[src/rtl/oblu_pkg.sv]
package oblu_pkg;
    localparam int LEVELS = 8;
    localparam int CNT_W = $clog2(LEVELS + 1);

    localparam logic [1:0] OP_SET = 2'd0;
    localparam logic [1:0] OP_DEL = 2'd1;

    typedef struct packed {
        logic        apply;    // apply staged event, update book
        logic        load_out; // capture result into output register
    } t_cmd;

    typedef struct packed {
        logic [1:0]  op;
        logic        side;
        logic [31:0] instrument;
        logic [31:0] price;
        logic [31:0] size;
    } t_event;

    typedef struct packed {
        logic        top_valid;
        logic [31:0] best_bid_price;
        logic [31:0] best_bid_size;
        logic [31:0] best_ask_price;
        logic [31:0] best_ask_size;
        logic [31:0] book_instrument;
        logic [31:0] events_applied;
    } t_result;
endpackage

[src/rtl/oblu_side.sv]
module oblu_side (
    input  logic        i_clk,
    input  logic        i_rst_n,
    input  logic        i_apply,
    input  logic        i_is_bid,
    input  logic [31:0] i_price,
    input  logic [31:0] i_size,
    output logic [31:0] o_top_price,
    output logic [31:0] o_top_size,
    output logic        o_nonempty
);
    import oblu_pkg::*;

    logic [31:0]      r_pr [LEVELS];
    logic [31:0]      r_sz [LEVELS];
    logic [CNT_W-1:0] r_used;
    logic [CNT_W-1:0] n_used;
    logic [LEVELS-1:0] hit_v, ahead_v, valid_v;
    logic              any_hit, full;
    logic [LEVELS-1:0] rm_from, ins_from;
    logic [31:0] n_pr [LEVELS];
    logic [31:0] n_sz [LEVELS];

    // per-level compares, all in parallel
    always_comb begin
        for (int i = 0; i < LEVELS; i++) begin
            valid_v[i] = CNT_W'(i) < r_used;
            hit_v[i]   = valid_v[i] && (r_pr[i] == i_price);
            ahead_v[i] = i_is_bid ? ($signed(i_price) > $signed(r_pr[i]))
                                  : ($signed(i_price) < $signed(r_pr[i]));
        end
    end

    assign any_hit = |hit_v;
    assign full    = (r_used == CNT_W'(LEVELS));

    // thermometer masks: level i at or after the hit / insert point
    always_comb begin
        for (int i = 0; i < LEVELS; i++) begin
            rm_from[i]  = (i == 0) ? hit_v[0] : (rm_from[i-1] | hit_v[i]);
            ins_from[i] = (i == 0) ? ~valid_v[0] | ahead_v[0]
                                   : (ins_from[i-1] | ~valid_v[i] | ahead_v[i]);
        end
    end

    always_comb begin
        n_used = r_used;
        for (int i = 0; i < LEVELS; i++) begin
            n_pr[i] = r_pr[i];
            n_sz[i] = r_sz[i];
        end
        if (i_size == 32'd0) begin
            if (any_hit) begin
                for (int i = 0; i < LEVELS - 1; i++) begin
                    if (rm_from[i]) begin
                        n_pr[i] = r_pr[i+1];
                        n_sz[i] = r_sz[i+1];
                    end
                end
                n_used = r_used - CNT_W'(1);
            end
        end else if (any_hit) begin
            for (int i = 0; i < LEVELS; i++)
                if (hit_v[i]) n_sz[i] = i_size;
        end else if (!(full && !ahead_v[LEVELS-1])) begin
            for (int i = 0; i < LEVELS; i++) begin
                if (ins_from[i]) begin
                    if (i == 0 || !ins_from[i-1]) begin
                        n_pr[i] = i_price;
                        n_sz[i] = i_size;
                    end else begin
                        n_pr[i] = r_pr[i-1];
                        n_sz[i] = r_sz[i-1];
                    end
                end
            end
            if (!full) n_used = r_used + CNT_W'(1);
        end
    end

    always_ff @(posedge i_clk) begin
        if (i_apply) begin
            for (int i = 0; i < LEVELS; i++) begin
                r_pr[i] <= n_pr[i];
                r_sz[i] <= n_sz[i];
            end
        end
    end

    always_ff @(posedge i_clk) begin
        if (!i_rst_n) begin
            r_used <= '0;
        end else if (i_apply) begin
            r_used <= n_used;
        end
    end

    assign o_top_price = r_pr[0];
    assign o_top_size  = r_sz[0];
    assign o_nonempty  = (r_used != '0);
endmodule

[src/rtl/oblu_datapath.sv]
module oblu_datapath (
    input  logic            i_clk,
    input  logic            i_rst_n,
    input  oblu_pkg::t_cmd  i_cmd,
    input  oblu_pkg::t_event i_event,
    output oblu_pkg::t_result o_result
);
    import oblu_pkg::*;

    t_event      r_ev;
    logic [31:0] r_instr, r_total;
    logic [31:0] bid_p, bid_s, ask_p, ask_s;
    logic        bid_ne, ask_ne, is_book_op, top;

    // stage the event so the level compares start from a register
    always_ff @(posedge i_clk) begin
        if (i_cmd.load_out == 1'b0 && i_cmd.apply == 1'b0) r_ev <= i_event;
    end

    assign is_book_op = (r_ev.op == OP_SET) || (r_ev.op == OP_DEL);

    oblu_side u_bid (
        .i_clk, .i_rst_n,
        .i_apply (i_cmd.apply && is_book_op && !r_ev.side),
        .i_is_bid(1'b1),
        .i_price (r_ev.price),
        .i_size  ((r_ev.op == OP_DEL) ? 32'd0 : r_ev.size),
        .o_top_price(bid_p), .o_top_size(bid_s), .o_nonempty(bid_ne)
    );

    oblu_side u_ask (
        .i_clk, .i_rst_n,
        .i_apply (i_cmd.apply && is_book_op && r_ev.side),
        .i_is_bid(1'b0),
        .i_price (r_ev.price),
        .i_size  ((r_ev.op == OP_DEL) ? 32'd0 : r_ev.size),
        .o_top_price(ask_p), .o_top_size(ask_s), .o_nonempty(ask_ne)
    );

    always_ff @(posedge i_clk) begin
        if (!i_rst_n) begin
            r_instr <= '0;
            r_total <= '0;
        end else if (i_cmd.apply) begin
            r_instr <= r_ev.instrument;
            r_total <= r_total + 32'd1;
        end
    end

    assign top = bid_ne && ask_ne;
    assign o_result.top_valid       = top;
    assign o_result.best_bid_price  = top ? bid_p : 32'd0;
    assign o_result.best_bid_size   = top ? bid_s : 32'd0;
    assign o_result.best_ask_price  = top ? ask_p : 32'd0;
    assign o_result.best_ask_size   = top ? ask_s : 32'd0;
    assign o_result.book_instrument = r_instr;
    assign o_result.events_applied  = r_total;
endmodule

[src/rtl/oblu_ctrl.sv]
module oblu_ctrl (
    input  logic           i_clk,
    input  logic           i_rst_n,
    input  logic           i_in_valid,
    output logic           o_in_ready,
    output logic           o_out_valid,
    input  logic           i_out_ready,
    output oblu_pkg::t_cmd o_cmd
);
    import oblu_pkg::*;

    localparam logic [1:0] S_IDLE  = 2'd0;
    localparam logic [1:0] S_APPLY = 2'd1;
    localparam logic [1:0] S_LOAD  = 2'd2;

    logic [1:0] r_state, n_state;
    logic       r_out_valid, n_out_valid;

    // input is free in IDLE; output register holds one result independently
    assign o_in_ready = (r_state == S_IDLE);

    always_comb begin
        n_state     = r_state;
        n_out_valid = r_out_valid;
        o_cmd       = '0;
        if (r_out_valid && i_out_ready) n_out_valid = 1'b0;
        unique case (r_state)
            S_IDLE:  if (i_in_valid) n_state = S_APPLY;
            S_APPLY: begin
                o_cmd.apply = 1'b1;
                n_state     = S_LOAD;
            end
            S_LOAD: begin
                o_cmd.load_out = 1'b1;
                if (!r_out_valid || i_out_ready) begin
                    n_out_valid = 1'b1;
                    n_state     = S_IDLE;
                end
            end
            default: n_state = S_IDLE;
        endcase
        if (r_state == S_LOAD && !(!r_out_valid || i_out_ready)) o_cmd.load_out = 1'b0;
    end

    always_ff @(posedge i_clk) begin
        if (!i_rst_n) begin
            r_state     <= S_IDLE;
            r_out_valid <= 1'b0;
        end else begin
            r_state     <= n_state;
            r_out_valid <= n_out_valid;
        end
    end

    assign o_out_valid = r_out_valid;
endmodule

[src/rtl/order_book_level_update.sv]
// Price-level order book for one instrument, eight levels per side.
// Input channel s_axis: one beat is one market event (op, side,
// instrument, price, size). Output channel m_axis: one beat per event,
// the top of book after that event, plus the last instrument and a
// wrapping event count.
// Path: an accepted beat is staged in the event register, applied to the
// level registers and then loaded into the output register once free.
// Events are taken one at a time; the shift-insert across all levels
// of one side, done by parallel compares, is the apply step. The input
// is taken again as soon as the result is in the output register.
// Stall: while m_axis_tready is low the output register holds its beat;
// a following event is staged and applied but waits in the load step.
// Reset (i_rst_n low, synchronous): both sides empty, counters and the
// instrument cleared, no output beat pending. Level contents are not
// cleared; only levels below each side's used count are ever read.
module order_book_level_update (
    input  logic          i_clk,
    input  logic          i_rst_n,
    input  logic          s_axis_tvalid,
    output logic          s_axis_tready,
    // op[1:0], side[2], instrument[34:3], price[66:35], size[98:67], zero pad
    input  logic [103:0]  s_axis_tdata,
    output logic          m_axis_tvalid,
    input  logic          m_axis_tready,
    // top_valid[0], best_bid_price[32:1], best_bid_size[64:33],
    // best_ask_price[96:65], best_ask_size[128:97],
    // book_instrument[160:129], events_applied[192:161], zero pad
    output logic [199:0]  m_axis_tdata
);
    import oblu_pkg::*;

    t_cmd    cmd;
    t_event  ev;
    t_result res, r_res;

    assign ev.op         = s_axis_tdata[1:0];
    assign ev.side       = s_axis_tdata[2];
    assign ev.instrument = s_axis_tdata[34:3];
    assign ev.price      = s_axis_tdata[66:35];
    assign ev.size       = s_axis_tdata[98:67];

    oblu_ctrl u_ctrl (
        .i_clk, .i_rst_n,
        .i_in_valid (s_axis_tvalid),
        .o_in_ready (s_axis_tready),
        .o_out_valid(m_axis_tvalid),
        .i_out_ready(m_axis_tready),
        .o_cmd      (cmd)
    );

    oblu_datapath u_dp (
        .i_clk, .i_rst_n,
        .i_cmd   (cmd),
        .i_event (ev),
        .o_result(res)
    );

    // output register: hold the beat until it is taken
    always_ff @(posedge i_clk) begin
        if (cmd.load_out) r_res <= res;
    end

    assign m_axis_tdata = {7'd0, r_res.events_applied, r_res.book_instrument,
                           r_res.best_ask_size, r_res.best_ask_price,
                           r_res.best_bid_size, r_res.best_bid_price,
                           r_res.top_valid};

`ifndef ASSERT_OFF
    // the output register never loads over an untaken beat
    assert property (@(posedge i_clk) disable iff (!i_rst_n)
        cmd.load_out |-> (!m_axis_tvalid || m_axis_tready))
        else $error("result overwritten");
    // apply and load never coincide
    assert property (@(posedge i_clk) disable iff (!i_rst_n)
        !(cmd.apply && cmd.load_out))
        else $error("apply and load overlap");
    // an accepted beat is applied in the next cycle
    assert property (@(posedge i_clk) disable iff (!i_rst_n)
        (s_axis_tvalid && s_axis_tready) |=> cmd.apply)
        else $error("accepted event not applied");
`endif
endmodule

[config.mk]
export PLATFORM = sky130hd
export DESIGN_NAME = order_book_level_update
export DESIGN_NICKNAME = d
export VERILOG_FILES = /design/src/rtl/oblu_pkg.sv /design/src/rtl/oblu_side.sv /design/src/rtl/oblu_datapath.sv /design/src/rtl/oblu_ctrl.sv /design/src/rtl/order_book_level_update.sv
export SDC_FILE = /design/constraint.sdc
export NUM_CORES = 2
export LEC_CHECK = 0
export BUFFER_PORTS_ARGS = -buffer_cell sky130_fd_sc_hd__buf_2
export CORE_AREA = 3 3 402 404
export DETAILED_ROUTE_END_ITERATION = 10
export DIE_AREA = 0 0 405 407
export PLACE_DENSITY = 0.72
export REMOVE_ABC_BUFFERS = 1
export SLEW_MARGIN = 40
export SYNTH_ARGS = -nofsm -noshare
export SYNTH_HDL_FRONTEND = slang
export SYNTH_SLANG_ARGS = --single-unit
[constraint.sdc]
create_clock -name i_clk -period 34.9 [get_ports i_clk]
set_input_delay 6.98 -clock i_clk [delete_from_list [all_inputs] [get_ports i_clk]]
set_output_delay 6.98 -clock i_clk [all_outputs]
set_load 0.1 [all_outputs]
==> results.cfg <==
[setup_path]
crit_fanout = 58
required_ns = 35.31
crit_type = in2reg
start_kind = input pin
end_kind = register
critPathArrivalTime_ns = 9.42

[grt]
grt_pass1_wl_mm = 327
grt_pass1_vias = 56300
antenna_found_initial = 3
grt_overflow_total = 0
grt_max_degree = 141
grt_usage_pct = 25.5

[floorplan]
fp-row-count = 146
die_height_um = 407
start_util_pct = 47.9
core_sq_mm = 0.158
die_w_um = 405
die_area_sq_mm = 0.165
pin_count = 310

[cts]
cts-resized-gates = 0
cts_tree = built
cts_buffer_depth = 3
cts_hold_buf = 0
cts_htree_levels = 4
cts_root_buf = clkbuf_16
cts.sinks = 1391
cts_buffers = 156
clk_pin_slew_worst_paths_ns = 0.06
post_cts_buffers = 0
insertion_delay_ns = 0.83

[pwr]
leakagePower_nw = 33.5
power_density_mw_per_mm2 = 47.2
ir_worst_vdd_uv = 52.9

[detailed_routing]
antenna_left = 0
drcViolationCount = 0
routed_wl_mm = 216
via_per_inst = 6.10
initialDrtViolationCount = 7084
wl_per_cell_um = 23.1
drt-pass1-iter-count = 7
dr_total_vias = 57100

[timing]
setup_viol = 0
holdWs_ns = 0.425
relSlewSlack_pct = 36.3
worst_slew_pin_slew_ns = 0.947
hold_viol = 0
period_share_pct = 25.8
finalMaxSlewViolations = 0
rsz0062_at_grt = false
finClkSkew_ns = 0.0585
min_period_ns = 9.01
max_freq_mhz = 111

[status]
status = finished clean

[layout]
multiInputGateArea_sq_mm = 0.0314
fin_area_sq_mm = 0.0849
seq_area_sq_mm = 0.0410
syn_to_final_growth_pct = 12.0
layout.cells.non_filler = 9370
fillCellCount = 13400
fin_nets = 7793
final_layout_size_suffix_gt1_share_pct = 10.6

[logic_synthesis]
syn_area_per_cell_sq_um = 10.8
synth-seq-cells = 1391
synthDistinctLibCells = 87
netlist_instances = 7027
yosys_warnings = 0
ys_seq_area_share_pct = 54.1
synth_flop_cell = edfxtp_1
synthesis.area_sq_mm = 0.0758
synth-edff-count = 1316
async_flop_share_pct = 0

[placed_design]
hpwl_mm = 139
port_buffers = 297
globalplace.congestion = 0.892
place_area_sq_mm = 0.0797
dp_cells = 9079

[job]
maxCapViolCount = 0

[hold_path]
hp-class = reg2reg
[final timing paths]
kind / startpoint / endpoint / slack, ns / cells after the start
hold / removal: u_dp.r_instr[29]$_SDFFE_PN0N_ / m_axis_tdata[158]$_DFFE_PP_ / 0.42 / 0
setup reg to reg: u_dp.r_ev[43]$_DFFE_PP_ / u_dp.u_bid.r_sz[1][120]$_DFFE_PP_ / 29.06 / 15
hold reg to reg: u_dp.r_instr[29]$_SDFFE_PN0N_ / m_axis_tdata[158]$_DFFE_PP_ / 0.42 / 0
setup / recovery: m_axis_tready / u_dp.r_ev[32]$_DFFE_PP_ / 25.89 / 7
[state kept, by name, indices dropped and copies added (netlist names), 4 cells and up]
register and count:
m_axis_tdata 193, u_dp.r_ev 99, u_dp.r_instr 32, u_dp.r_total 32, u_dp.u_ask.r_pr 256, u_dp.u_ask.r_sz 256
u_dp.u_ask.r_used 4, u_dp.u_bid.r_pr 256, u_dp.u_bid.r_sz 256, u_dp.u_bid.r_used 4
[synth_stat cells (30+ instances only)]
| library cell | n | area (sq um) |
|---|---|---|
| mux2_4 | 30 | 450 |
| nand2_1 | 888 | 3330 |
| buf_2 | 83 | 415 |
| a21boi_0 | 50 | 375 |
| a21oi_1 | 394 | 1970 |
| edfxtp_1 | 1316 | 39500 |
| dfxtp_1 | 75 | 1500 |
| a31oi_1 | 38 | 238 |
| ha_1 | 519 | 6490 |
| nand3_1 | 169 | 846 |
| clkbuf_1 | 330 | 1240 |
| mux2i_1 | 481 | 4810 |
| nor3_1 | 55 | 275 |
| o21ai_0 | 430 | 2150 |
| nand4_1 | 114 | 713 |
| nor2_1 | 356 | 1340 |
| inv_1 | 532 | 2000 |
| o22ai_1 | 414 | 2590 |
| and2_1 | 199 | 1240 |
| nor2b_1 | 31 | 194 |
| a21o_1 | 64 | 480 |
| o211ai_1 | 83 | 623 |
| a221o_1 | 35 | 350 |
| a211oi_1 | 30 | 225 |
[worst max-delay path: stages]
cell      delay [ns]
buf_2           0.09
nand2b_1        0.18
nor2b_4         0.14
buf_4           0.26
nor2_4          0.62
buf_4           0.45
buf_6           0.58
[cell type report]
| type | count | area share (%) |
|---|---|---|
| antenna | 4 | 0.0118 |
| clock buffer | 210 | 4.93 |
| clock inverter | 76 | 1.12 |
| inverter | 533 | 2.36 |
| multi-input combinational | 4650 | 37.0 |
| sequential | 1391 | 48.3 |
| tap | 2072 | 3.05 |
| timing repair buffer | 434 | 3.24 |
[power breakdown]
group	switching, mW	total, mW	internal, mW
Clock	0.715	1.66	0.943
Combinational	0.319	0.454	0.135
Sequential	0.0228	1.90	1.88
Total	1.06	4.01	2.96
[per-layer routing]
| metal | vias to the layer above | track usage, % | share of wire (%) |
|---|---|---|---|
| met5 | - | 0 | 0 |
| met3 | 530 | 4.31 | 8.8 |
| met2 | 2965 | 41.0 | 46 |
| li1 | 26000 | - | - |
| met4 | 0 | 11.8 | 4.7 |
| met1 | 27600 | 33.7 | 40 |
[stage by stage]
| stage | setup slack [ns] | setup TNS (ns) | power [mW] | utilization [%] |
|---|---|---|---|---|
| floorplan | -15.04 | -2077.27 | 2.32 | - |
| global placement | 24.87 | 0 | 2.36 | 50.2 |
| detailed placement | 24.98 | 0 | 2.38 | 50.4 |
| CTS | 25.85 | 0 | 4.03 | 53.7 |
| global route | 25.76 | 0 | 4.15 | 53.7 |
| finish | 25.89 | 0 | 4.01 | 53.7 |
[layout by cell type, fill, tap and decap left out, types with 29 or more instances in the layout]
master	n
mux2_4	30
nor3_1	44
nand3_1	168
and2_1	198
a21o_1	64
a21boi_0	50
o22ai_1	414
edfxtp_1	1316
nand2_1	885
ha_1	519
nand4_1	114
dfxtp_1	75
clkbuf_1	47
a21oi_1	389
buf_2	297
buf_4	106
nor2_1	346
a31oi_1	38
mux2i_1	481
clkinv_1	29
inv_1	532
o21ai_0	427
clkbuf_16	157
o211ai_1	83
a221o_1	35
[kinds of logic (layout without fill, tap and decap cells)]
family / Yosys count / in the layout / share of synthesized area, %
buf+inv: 992 / 1253 / 5.19
mux: 515 / 515 / 7.00
compound gates: 1639 / 1639 / 13.0
xor+xnor: 31 / 31 / 0.358
simple gates: 1939 / 1939 / 11.8
other cells: 1 / 11 / 0.00495
flops: 1391 / 1391 / 54.1
fa+ha+maj: 519 / 519 / 8.57
(Power assumes the default switching activity.)
